===== src/rtl/core/fdpm_pkg.sv =====
// ----------------------------------------------------------------------------
// fdpm_pkg
// shared types and constants of the 4d projection morph pipeline
// ----------------------------------------------------------------------------
`default_nettype none

package fdpm_pkg;

  // field widths
  localparam int COORD_W   = 32;
  localparam int MORPH_W   = 17;
  localparam int SUM_W     = 64;
  localparam int QUO_W     = 32;
  localparam int CFG_IDX_W = 2;

  // lane pipeline depth (product, truncate, partial products, sum)
  localparam int LANE_LAT  = 4;

  typedef logic signed [COORD_W-1:0] coord_t;
  typedef logic signed [SUM_W-1:0]   sum_t;

  // register indexes
  localparam logic [CFG_IDX_W-1:0] REG_FOCUS_W    = 2'd0;
  localparam logic [CFG_IDX_W-1:0] REG_PERSP_GAIN = 2'd1;
  localparam logic [CFG_IDX_W-1:0] REG_MORPH      = 2'd2;

  // reset values
  localparam coord_t              FOCUS_W_RST = 32'sd196608;
  localparam coord_t              GAIN_RST    = 32'sd65536;
  localparam logic [MORPH_W-1:0]  MORPH_RST   = 17'd65536;

  // signed 32-bit limits
  localparam coord_t             S32_MAX = 32'sh7FFF_FFFF;
  localparam coord_t             S32_MIN = 32'sh8000_0000;
  localparam logic [QUO_W-1:0]   NEG_LIM = 32'h8000_0000;
  localparam sum_t               SAT_HI  = 64'sd2147483647;
  localparam sum_t               SAT_LO  = -64'sd2147483648;

  // pipeline control between stages
  typedef struct packed {
    logic vld;
    logic adv;
  } fdpm_ctl_t;

endpackage

`default_nettype wire


===== src/rtl/core/fdpm_merge.sv =====
// ----------------------------------------------------------------------------
// fdpm_merge
// scales the three lane sums back, saturates them and holds the output beat
// ----------------------------------------------------------------------------
`default_nettype none

module fdpm_merge import fdpm_pkg::*; #(
  parameter int FRAC_BITS = 16
) (
  input  logic      clk,
  input  logic      rst_n,
  input  fdpm_ctl_t ctl,
  input  sum_t      sum_x,
  input  sum_t      sum_y,
  input  sum_t      sum_z,
  output logic      out_valid,
  output coord_t    out_x,
  output coord_t    out_y,
  output coord_t    out_z
);

  localparam sum_t BIAS = SUM_W'((1 << FRAC_BITS) - 1);

  function automatic coord_t shrink(input sum_t v);
    sum_t b;
    sum_t t;
    b = v[SUM_W-1] ? BIAS : '0;
    t = v + b;
    t = t >>> FRAC_BITS;
    if (t > SAT_HI) begin
      shrink = S32_MAX;
    end else if (t < SAT_LO) begin
      shrink = S32_MIN;
    end else begin
      shrink = t[COORD_W-1:0];
    end
  endfunction

  logic   out_valid_r;
  coord_t out_x_r;
  coord_t out_y_r;
  coord_t out_z_r;

  always_ff @(posedge clk) begin
    if (!rst_n) begin
      out_valid_r <= 1'b0;
    end else if (ctl.adv) begin
      out_valid_r <= ctl.vld;
    end
  end

  always_ff @(posedge clk) begin
    if (ctl.adv) begin
      out_x_r <= shrink(sum_x);
      out_y_r <= shrink(sum_y);
      out_z_r <= shrink(sum_z);
    end
  end

  assign out_valid = out_valid_r;
  assign out_x     = out_x_r;
  assign out_y     = out_y_r;
  assign out_z     = out_z_r;

endmodule

`default_nettype wire


===== config.mk =====
export PLATFORM = sky130hd
export DESIGN_NAME = fdpm_merge
export DESIGN_NICKNAME = d
export VERILOG_FILES = /design/src/rtl/core/fdpm_pkg.sv /design/src/rtl/core/fdpm_merge.sv
export SDC_FILE = /design/constraint.sdc
export NUM_CORES = 1
export LEC_CHECK = 0
export BUFFER_PORTS_ARGS = -buffer_cell sky130_fd_sc_hd__clkbuf_2
export CAP_MARGIN = 20
export CORE_UTILIZATION = 35
export CTS_BUF_LIST = sky130_fd_sc_hd__clkbuf_16
export DETAILED_ROUTE_END_ITERATION = 7
export SLEW_MARGIN = 15
export SYNTH_ARGS = -nofsm -noshare
export SYNTH_HDL_FRONTEND = slang
export SYNTH_SLANG_ARGS = --single-unit

===== constraint.sdc =====
create_clock -name clk -period 4.4 [get_ports clk]
set_input_delay 0.88 -clock clk [delete_from_list [all_inputs] [get_ports clk]]
set_output_delay 0.88 -clock clk [all_outputs]
set_load 0.01 [all_outputs]

==> key figures, run 1 <==
Outcome
  – Run status: complete, no violations

STA
  – Worst rel slew slack: a little over half
  – Final worst-path cycle share: 91.6%
  – Fin. Hold Viols: 0
  – Max Fclk: 248 MHz
  – Final slew viol count: 0
  – Worst Slack Setup Final: 368 ps
  – Min Tclk post-route: 4030 ps
  – Final setup viols: 0
  – Clock skew: 0 ps
  – Setup_tns: 0 ps
  – RSZ-0062 raised after global routing: false
  – Worst slew pin tran: 682 ps

Min path
  – Worst Hold Class: reg -> reg
  – Cells on Worst Hold Path: 2

Floorplan
  – Die area: between 20000 and 25000 µm²
  – Initial Util: 35.8%
  – IO Pins: 293
  – Die H: roughly 150 µm
  – Cell Rows: 53
  – Die W: 149 µm
  – Core area: 21100 µm²

Clocking
  – Clk root buf: clkbuf_16
  – H-tree depth: 3
  – Post-CTS sizing: 0
  – Clock Tree Buf Depth: 2
  – Clk slew on worst S/H paths: about 70 ps
  – Total CTS buffers: 9
  – CTS tree: built
  – Clock sinks: between 90 and 100
  – Post CTS Setup Buffer Count: 0
  – Worst-Skew Late Latency: 340 ps
  – Number of hold buffers added after CTS: 0

Synthesis
  – Post-synthesis sequential area ratio: 38.4%
  – Total of flip-flops plus latches after synthesis: 97
  – Yosys Warn Count: 0
  – Syn_nets: 1043
  – Area leader, netlist: edfxtp_1
  – Synth Cell Area: ~7600 µm²
  – Share of flip-flops with an asynchronous set or reset: 0%
  – Synth top area share: 38.2%
  – Netlist cell types: 74
  – Top cells by area, synth: edfxtp_1 38%, ha_1 7.5%, xor2_1 5.8%, o21ai_0 5.0%, xnor2_1 3.7%
  – Avg Cell Area, Syn: 9.42 µm²
  – Post-synth EDFFs: between 90 and 100
  – Post-synth top flop: edfxtp_1
  – Cell count after synthesis: 802

Placement
  – Routability congestion estimate: 0.886
  – # port buffers: 292
  – Dpl hpwl: 18400 µm
  – Placement Setup Slack: -119 ps

Pwr
  – Peak supply drop: about 0.14 mV
  – Leak: 4.15 nW
  – PwrDens: roughly 260 nW/µm²

Routing
  – DR WL/cell: ~16 µm
  – First-pass detailed-route iteration total: 5
  – DR iter-0 viols: 338
  – Vias: between 7k and 8k
  – Via/cell ratio: 5.35
  – Drt drc: 0
  – Drt total wl: 22300 µm
  – Post-DRT Antenna Nets: 0

Setup path
  – CP startpoint kind: input port
  – CP arrival: 4130 ps
  – WP depth: 14
  – Setup CP Type: in -> reg
  – R2R cell count: 2
  – Worst setup EP type: register
  – Peak fanout along the critical path: 14
  – Worst Path Buf+Inv: 3
  – Top cell by count, worst path: buf_4
  – CP max-delay cell: ha_1
  – Crit path cell chain: clkbuf_2 > ha_1 > nand3_1 > nor3_1 > o211ai_4 > a2111oi_4 > buf_4 > nand4_1 > xor2_1 > o221ai_1 > nand4b_2 > o41ai_4 > buf_4 > o21ai_1
  – Worst path top cell family by delay: compound AO/OA/AOI/OAI gates
  – Max stage delay on crit path: 410 ps
  – Critical Path RT: 4500 ps

Cells and area
  – Most frequent cells in the layout: 291 x clkbuf_2, 96 x edfxtp_1, 75 x o21ai_0
  – Area Growth Syn to Fin: 32.8%
  – Share of layout cells above drive strength 1: 35.3%
  – Nets: 1371
  – Leading cell type in the layout, fill and taps excluded: clkbuf_2

GRT
  – First-pass GRT wire length: 34700 µm
  – Vias in the first global route: roughly 7.1k
  – GRT Residual Overflow: 0
  – Antenna violations before repair: 1
  – Largest net degree at the start of global routing: 51
  – Global Route Usage Sum: 19.7%

Flow run
  – Maximum capacitance violations: 0
synth_stat cells, types with 8 or more instances:
cell and instances:
edfxtp_1 96, o31ai_1 17, nor4_1 14, xnor2_1 32
nor2_1 41, clkbuf_1 20, nand2_1 74, and3_1 20
nor2b_1 8, xor2_1 50, a21oi_1 46, a21o_1 9
o21ai_1 24, ha_1 45, nand4_1 35, nand3_1 43
nor3_1 13, inv_1 12, o21ai_0 76, a31oi_1 11
a211oi_1 8, and4_1 10
path summary, 6_finish.rpt:
kind / from / to / slack (ps)
hold / removal: out_valid / out_valid / 520
hold reg to reg: out_valid / out_valid / 520
setup reg to reg: out_valid / out_valid / 3820
setup / recovery: sum_y[63] / out_y[11] / 370
where the power goes:
| group | leakage (nW) | internal [W] | switching, W |
|---|---|---|---|
| Combinational | 3.04 | 0.000267 | 0.000355 |
| Sequential | 0.955 | 0.00111 | 0.0000248 |
| Clock | 0.150 | 0.000447 | 0.000362 |
| Total | 4.15 | 0.00182 | 0.000741 |
sequential cells by signal, indices dropped and copies added (netlist names):
register,flops
out_y,32
out_valid,1
out_x,32
out_z,32
per-layer routing:
layer	up-vias	global-route usage (%)	wire length (µm)
li1	3758	-	-
met5	-	0	0
met3	38	4.01	1470
met2	242	33.8	10700
met1	3508	24.2	9520
met4	0	7.30	550
through the flow:
stage	power (W)	util [%]	area, µm²	hold slack, ps	instances
2_1_floorplan	0.00144	-	7550	538	802
3_3_place_gp	0.00177	46.0	9700	518	1394
3_5_place_dp	0.00177	46.0	9700	508	1394
4_1_cts	0.00258	47.4	10000	527	1410
5_1_grt	0.00269	47.6	10000	554	1411
6_report	0.00256	47.6	10000	522	1411
kinds of logic (layout without fill, tap and decap cells):
logic type,count (synthesis),count (layout),share of synthesized area (%)
flip-flops,97,97,38.4
buffers and inverters,42,375,2.55
adder cells (fa/ha/maj),45,45,7.45
XOR/XNOR,82,82,9.51
AND/OR/NAND/NOR,301,301,21.8
AO/OA/AOI/OAI,233,233,19.9
multiplexers,2,2,0.331
other,0,1,0
tightest hold or removal path, cell delays in order (launching register included):
cell	delay, ps
dfxtp_1	330
mux2i_1	60
nor2b_1	90
cell type report:
class / instances / area (µm²)
Fill cell: 2079 / 11100
Multi-Input combinational cell: 663 / 4510
Sequential cell: 97 / 2900
Timing Repair Buffer: 345 / 1920
Tap cell: 275 / 344
Clock buffer: 9 / 225
Clock inverter: 7 / 76.3
Inverter: 14 / 52.6
Antenna cell: 1 / 2.50
(Power assumes the default switching activity.)
==> run 2, diff against run 1 <==
clock period = 3.34 ns   (was 4.4 ns; I/O delays follow)
==> run 2 against run 1 <==
The flow now finishes with violations (negative setup slack). Global-route usage up 2.4 points. Clock skew is the same. Clock power grew 42%. Worst setup slack lost 640 ps. Total power increased by 47%. Critical path depth is 3 higher. Final area is 22% higher. Die area unchanged. Critical path type unchanged.
==> key figures, run 2 (synthesis gave the netlist of run 1 again) <==
Min path
  – Worst hold path endpoint: out_valid (unchanged)
  – Worst Hold Class: reg -> reg (unchanged)
  – Cells on Worst Hold Path: 2 (unchanged)
  – Worst min-delay path startpoint: out_valid (unchanged)

Pwr
  – Leak: 5.18 nW (was 4.15 nW)
  – Peak supply drop: 0.200 mV (was 0.142 mV)
  – PwrDens: 306 nW/µm² (was 256 nW/µm²)

Clocking
  – Total CTS buffers: 9 (unchanged)
  – Worst-Skew Late Latency: 350 ps (was 340 ps)
  – H-tree depth: 3 (unchanged)
  – Clock Tree Buf Depth: 2 (unchanged)
  – Clk slew on worst S/H paths: 70 ps (about the same)
  – Clock sinks: 97 (unchanged)
  – CTS tree: built (unchanged)
  – Clk root buf: clkbuf_16 (unchanged)

Cells and area
  – Leading cell type in the layout, fill and taps excluded: clkbuf_2 (unchanged)
  – Nets: 1528 (was 1371)
  – Post-route cell area: 12300 µm² (was 10000 µm²)
  – Area Growth Syn to Fin: 62.6% (was 32.8%)
  – Most frequent cells in the layout: 288 x clkbuf_2, 182 x buf_4, 96 x edfxtp_1 (was 291 x clkbuf_2, 96 x edfxtp_1, 75 x o21ai_0)
  – Final Non-Filler Cells: 1568 (was 1411)
  – Share of layout cells above drive strength 1: 51.7% (was 35.3%)

Routing
  – DR WL/cell: 16.5 µm (was 15.8 µm)
  – First-pass detailed-route iteration total: 5 (unchanged)
  – Via/cell ratio: 5.28 (was 5.35)
  – Vias: 8281 (was 7546)
  – DR iter-0 viols: 278 (was 338)
  – Post-DRT Antenna Nets: 0 (unchanged)
  – Drt total wl: 25800 µm (was 22300 µm)
  – Drt drc: 0 (unchanged)

Setup path
  – Peak fanout along the critical path: 8 (was 14)
  – Worst path top cell family by delay: buffers and inverters (was compound AO/OA/AOI/OAI gates)
  – Worst Path Buf+Inv: 6 (was 3)
  – R2R cell count: 2 (unchanged)
  – Worst r2r src: out_valid (unchanged)
  – Worst setup EP type: register (unchanged)
  – Worst R2R End: out_valid (unchanged)
  – CP arrival: 3720 ps (was 4130 ps)
  – Crit path cell chain: buf_12 > buf_12 > ha_4 > nand2_4 > nor4_4 > buf_4 > a2bb2oi_4 > a2111oi_4 > clkbuf_16 > nand3_4 > mux2_4 > o31ai_4 > nand4b_4 > o41ai_4 > buf_4 > clkbuf_16 > o31ai_4 (was clkbuf_2 > ha_1 > nand3_1 > nor3_1 > o211ai_4 > a2111oi_4 > buf_4 > nand4_1 > xor2_1 > o221ai_1 > nand4b_2 > o41ai_4 > buf_4 > o21ai_1)
  – CP startpoint kind: input port (unchanged)
  – Max stage delay on crit path: 390 ps (was 410 ps)
  – Setup CP Type: in -> reg (unchanged)
  – FF-to-FF setup slack: 2750 ps (was 3820 ps)
  – WP depth: 17 (was 14)
  – Critical Path RT: 3450 ps (was 4500 ps)
  – CP max-delay cell: a2111oi_4 (was ha_1)

Floorplan
  – Core area: 21100 µm² (unchanged)
  – Die W: 149 µm (unchanged)
  – Initial Util: 35.8% (unchanged)
  – Die H: 149 µm (unchanged)
  – Die area: 22200 µm² (unchanged)
  – IO Pins: 293 (unchanged)
  – Cell Rows: 53 (unchanged)

GRT
  – Met1 usage: 26.0% (was 24.2%)
  – GRT Residual Overflow: 0 (unchanged)
  – Global Route Usage Sum: 22.1% (was 19.7%)
  – First-pass GRT wire length: 38600 µm (was 34700 µm)
  – Met3 global-route usage: 4.68% (was 4.01%)
  – GRT met2 Usage: 38.0% (was 33.8%)
  – Antenna violations before repair: 1 (unchanged)
  – Vias in the first global route: 7915 (was 7054)
  – Largest net degree at the start of global routing: 58 (was 51)
  – Top Usage Layer GRT: met2 (unchanged)

STA
  – RSZ-0062 raised after global routing: true (was false)
  – Final worst-path cycle share: 108%
  – Worst slew pin tran: 572 ps (was 682 ps)
  – Max Fclk: 277 MHz
  – Min Tclk post-route: between 3000 and 4000 ps
  – Worst Slack Setup Final: -276 ps (was 368 ps)
  – Final slew viol count: 0 (unchanged)
  – Fin. Hold Viols: 0 (unchanged)
  – Final setup viols: 62 (was 0)
  – Clock skew: 0 ps (unchanged)
  – Worst rel slew slack: 61.5% (was 54.6%)

Placement
  – Dpl hpwl: 19400 µm (was 18400 µm)
  – # port buffers: 292 (unchanged)
  – Routability congestion estimate: 0.936 (was 0.886)
  – Placed insts: 1512 (was 1394)
  – Post-DP Area: 10800 µm² (was 9700 µm²)

Outcome
  – Run status: finished with violations (was complete, no violations)
  – Failing checks: negative setup slack

Flow run
  – Maximum capacitance violations: 0 (unchanged)
==> run 2: cell types whose count changed in the layout (fill, tap and decap cells not counted), sizes merged <==
cell / previous run / this run
buf: 54 / 208
clkbuf: 300 / 303
clkinv: 4 / 2
bufinv: 1 / 2
clkinvlp: 0 / 1
==> run 2: per-stage QoR <==
stage	hold WS, ps	power, W	setup TNS (ps)	worst slack [ps]	util, %
4_1_cts	533	0.00371	-9490	-237	55.9
5_1_grt	555	0.00393	-19010	-367	58.3
6_report	531	0.00376	-9910	-276	58.3
3_3_place_gp	519	0.00244	-44230	-556	51.0
3_5_place_dp	519	0.00245	-49680	-623	51.0
2_1_floorplan	538	0.00191	-5990	-229	-
==> run 2: layout make-up <==
cell class,instances,area [µm²]
diodes,1,2.50
inverters,14,52.6
flip-flops and latches,97,2900
fillers,1880,8800
multi-input cells,663,5290
clock buffers,9,225
clock inverters,7,100
well taps,275,344
repair buffers,502,3370
==> run 2: where the power goes <==
| part | internal, W | leakage, nW | switching [W] |
|---|---|---|---|
| Sequential | 0.00146 | 0.955 | 0.0000362 |
| Combinational | 0.000538 | 4.07 | 0.000579 |
| Clock | 0.000665 | 0.156 | 0.000481 |
==> run 2: how the worst max path moves through the flow <==
stage / startpoint / endpoint / slack (ps)
final: sum_y[63] / out_y[18] / -280
after global routing: sum_y[63] / out_y[2] / -370
after CTS: sum_y[63] / out_y[4] / -240
after detailed placement: sum_y[63] / out_y[4] / -620
after global placement: sum_y[63] / out_y[4] / -560
after floorplan: sum_y[63] / out_y[4] / -230
==> run 2: what timing repair did <==
action	CTS	global route
buffers inserted	24	7
pin swaps	20	33
hold buffers	0	0
setup endpoints to repair	93	93
resized for setup	100	92
cloned	7	4
==> run 2: worst min-delay path, cell delays in order (launching register included) <==
cell and delay, ps:
dfxtp_1 340, mux2i_1 70, nor2b_1 90
==> run 2: per-layer routing <==
| metal | vias up | part of all wire, % |
|---|---|---|
| met4 | 0 | 3.5 |
| li1 | 4078 | - |
| met5 | - | 0 |
| met2 | 274 | 49 |
| met1 | 3869 | 41 |
| met3 | 60 | 6.7 |
==> run 3, diff against run 2 <==
ABC_AREA = 1   (was unset)
CORE_UTILIZATION = 45   (was 35)
PLACE_DENSITY = 0.71   (was unset)
==> run 3 against run 2 <==
The flow now finishes without violations. Sequential power about the same. Fmax increased by 15%. Register-to-register slack got worse by 60 ps. Combinational power increased by 22%. Flip-flop and latch count unchanged. Global-route usage increased by 11 points. Core utilization decreased by 1.4 points. Cell count increased by 93%. Clock power decreased by 7%. Worst setup slack improved by 480 ps. Routed wire length increased by 84%. Clock skew unchanged. Critical path type unchanged. Largest power group unchanged. Highest routed layer is now met5.
==> key figures, run 3 <==
Synthesis
  – Cell count after synthesis: 2278 (was 802)
  – Post-synth EDFFs: 96 (unchanged)
  – Top cells by area, synth: nand2_1 30%, edfxtp_1 23%, nor2_1 11%, inv_1 10%, nand3_1 6.2% (was edfxtp_1 38%, ha_1 7.5%, xor2_1 5.8%, o21ai_0 5.0%, xnor2_1 3.7%)
  – Share of flip-flops with an asynchronous set or reset: 0% (unchanged)
  – Yosys Warn Count: 0 (unchanged)
  – Area leader, netlist: nand2_1 (was edfxtp_1)
  – Post-synth top flop: edfxtp_1 (unchanged)
  – Post-synth top cells: 987 x nand2_1, 375 x nor2_1, 342 x inv_1 (was 96 x edfxtp_1, 76 x o21ai_0, 74 x nand2_1)
  – Total of flip-flops plus latches after synthesis: 97 (unchanged)
  – Most common cell in the netlist: nand2_1 (was edfxtp_1)
  – Synth Cell Area: 12500 µm² (was 7550 µm²)
  – Post-synthesis sequential area ratio: 23.3% (was 38.4%)
  – Netlist cell types: 36 (was 74)
  – Syn_nets: 2519 (was 1043)
  – Avg Cell Area, Syn: 5.48 µm² (was 9.42 µm²)
  – Synth top area share: 29.7% (was 38.2%)

Cells and area
  – Area Growth Syn to Fin: 23.4% (was 62.6%)
  – # diodes: 0 (was 1)
  – Share of layout cells above drive strength 1: 17.4% (was 51.7%)
  – Post-route cell area: 15400 µm² (was 12300 µm²)
  – Nets: 2898 (was 1528)
  – Most frequent cells in the layout: 987 x nand2_1, 372 x nor2_1, 342 x inv_1 (was 288 x clkbuf_2, 182 x buf_4, 96 x edfxtp_1)
  – Leading cell type in the layout, fill and taps excluded: nand2_1 (was clkbuf_2)
  – Fill cells: 2914 (was 1880)
  – Flip-flop and latch area: 2900 µm² (unchanged)
  – Area used by multi-input combinational logic: 8150 µm² (was 5290 µm²)

GRT
  – GRT Residual Overflow: 0 (unchanged)
  – Vias in the first global route: 13.9k (was 7915)
  – Antenna violations before repair: 1 (unchanged)
  – First-pass GRT wire length: 73100 µm (was 38600 µm)
  – Global Route Usage Sum: 33.4% (was 22.1%)
  – Largest net degree at the start of global routing: 57 (was 58)

Clocking
  – Clk root buf: clkbuf_16 (unchanged)
  – Post CTS Setup Buffer Count: 0 (was 24)
  – Post-CTS sizing: 0 (was 100)
  – Clock Tree Buf Depth: 2 (unchanged)
  – Number of hold buffers added after CTS: 0 (unchanged)
  – Total CTS buffers: 9 (unchanged)
  – H-tree depth: 3 (unchanged)
  – Clk slew on worst S/H paths: 80 ps (was 70 ps)
  – Worst-Skew Late Latency: 360 ps (was 350 ps)
  – Clock sinks: 97 (unchanged)
  – CTS tree: built (unchanged)

Setup path
  – Critical Path RT: 3450 ps (about the same)
  – CP arrival: 3240 ps (was 3720 ps)
  – Worst r2r src: out_valid (unchanged)
  – Worst R2R End: out_valid (unchanged)
  – Setup crit start: sum_z[63] (was sum_y[63])
  – Peak fanout along the critical path: 19 (was 8)
  – CP startpoint kind: input port (unchanged)
  – Worst setup EP type: register (unchanged)
  – R2R cell count: 2 (unchanged)
  – Setup CP Type: in -> reg (unchanged)
  – FF-to-FF setup slack: 2690 ps (was 2750 ps)

STA
  – Fin. Hold Viols: 0 (unchanged)
  – Final slew viol count: 0 (unchanged)
  – Clock skew: 0 ps (unchanged)
  – Worst slew pin tran: 617 ps (was 572 ps)
  – Min Tclk post-route: 3130 ps (was 3620 ps)
  – Max Fclk: 319 MHz (was 277 MHz)
  – Final setup viols: 0 (was 62)
  – Final hold slack: 513 ps (was 531 ps)
  – Worst rel slew slack: 58.9% (was 61.5%)
  – Final worst-path cycle share: 93.8% (was 108%)

Routing
  – Vias: 15.4k (was 8281)
  – Drt total wl: 47500 µm (was 25800 µm)
  – DR iter-0 viols: 1435 (was 278)
  – Via/cell ratio: 5.06 (was 5.28)
  – Drt drc: 0 (unchanged)
  – First-pass detailed-route iteration total: 6 (was 5)
  – Post-DRT Antenna Nets: 0 (unchanged)
  – DR WL/cell: 15.7 µm (was 16.5 µm)

Placement
  – Dpl hpwl: 40900 µm (was 19400 µm)
  – # port buffers: 292 (unchanged)
  – Routability congestion estimate: 1.02 (was 0.936)
  – Post-DP Area: 15000 µm² (was 10800 µm²)

Outcome
  – Run status: complete, no violations (was finished with violations)

Floorplan
  – Die H: 169 µm (was 149 µm)
  – Cell Rows: 60 (was 53)
  – Die W: 169 µm (was 149 µm)
  – IO Pins: 293 (unchanged)
  – Die area: 28400 µm² (was 22200 µm²)
  – Initial Util: 46.0% (was 35.8%)
  – Core area: 27100 µm² (was 21100 µm²)

Pwr
  – Leak: 8.50 nW (was 5.18 nW)
  – Peak supply drop: 0.215 mV (was 0.200 mV)
  – PwrDens: 255 nW/µm² (was 306 nW/µm²)

Flow run
  – Maximum capacitance violations: 0 (unchanged)

Min path
  – Worst min-delay path startpoint: ctl[1] (was out_valid)
  – Worst Hold Class: in -> reg (was reg -> reg)
  – Cells on Worst Hold Path: 3 (was 2)
  – Worst hold path endpoint: out_valid (unchanged)
## run 3: cell type report
cell class                 count  area share [%]
inverter                     349            8.51
timing repair buffer         386            14.8
sequential                    97            18.9
multi-input combinational   1814            52.9
clock buffer                   9            1.46
tap                          372            3.02
clock inverter                 7           0.414
## run 3: worst max-delay path, stage by stage
cell and delay, ps:
clkbuf_4 240, ha_1 350, buf_4 110, nand2_1 110, nor2_2 220, nand3_1 120, nand3_1 140, nand2_1 100
nand2_1 190, nand2_1 120, nand2_1 90, nand2_1 60, nor2_1 90, nand2_1 60, nor2_1 90, nand3_1 90
nand2_2 120, buf_12 160, nand2_1 80
## run 3: report_power, final
part           internal [W]  switching, W
sequential          0.00146     0.0000309
combinational      0.000491      0.000878
clock              0.000521      0.000544
total               0.00247       0.00145
## run 3: metal layers
metal | vias to the layer above | GRT usage [%] | share of wire, %
met5 | - | 0 | 0.036
met3 | 63 | 5.59 | 8.3
met4 | 2 | 8.34 | 2.1
met2 | 619 | 54.4 | 45
li1 | 7832 | - | -
met1 | 6834 | 45.7 | 45
## run 3: kinds of logic after synthesis
family | count (synthesis) | synth area share, %
flops | 97 | 23.3
compound gates | 55 | 2.48
fa+ha+maj | 45 | 4.51
simple gates | 1699 | 56.8
buf+inv | 367 | 11.9
xor+xnor | 15 | 1.05
## run 3: worst max path at each step
stage | end | slack [ps] | cells past startpoint
2_1_floorplan | out_z[10] | 700 | 17
4_1_cts | out_z[25] | 140 | 19
6_report | out_z[25] | 210 | 19
5_1_grt | out_z[25] | -4 | 21
3_3_place_gp | out_z[24] | -160 | 19
3_5_place_dp | out_z[25] | -210 | 19
## run 3: metrics by stage
stage / power (W) / instances / util, % / setup slack, ps / TNS [ps]
4_1_cts: 0.00392 / 3034 / 56.6 / 144 / 0
2_1_floorplan: 0.00225 / 2278 / - / 697 / 0
5_1_grt: 0.00414 / 3034 / 56.8 / -4.35 / -4.35
3_5_place_dp: 0.00286 / 3018 / 55.5 / -209 / -6770
3_3_place_gp: 0.00284 / 3018 / 55.5 / -155 / -4410
6_report: 0.00392 / 3034 / 56.8 / 209 / 0
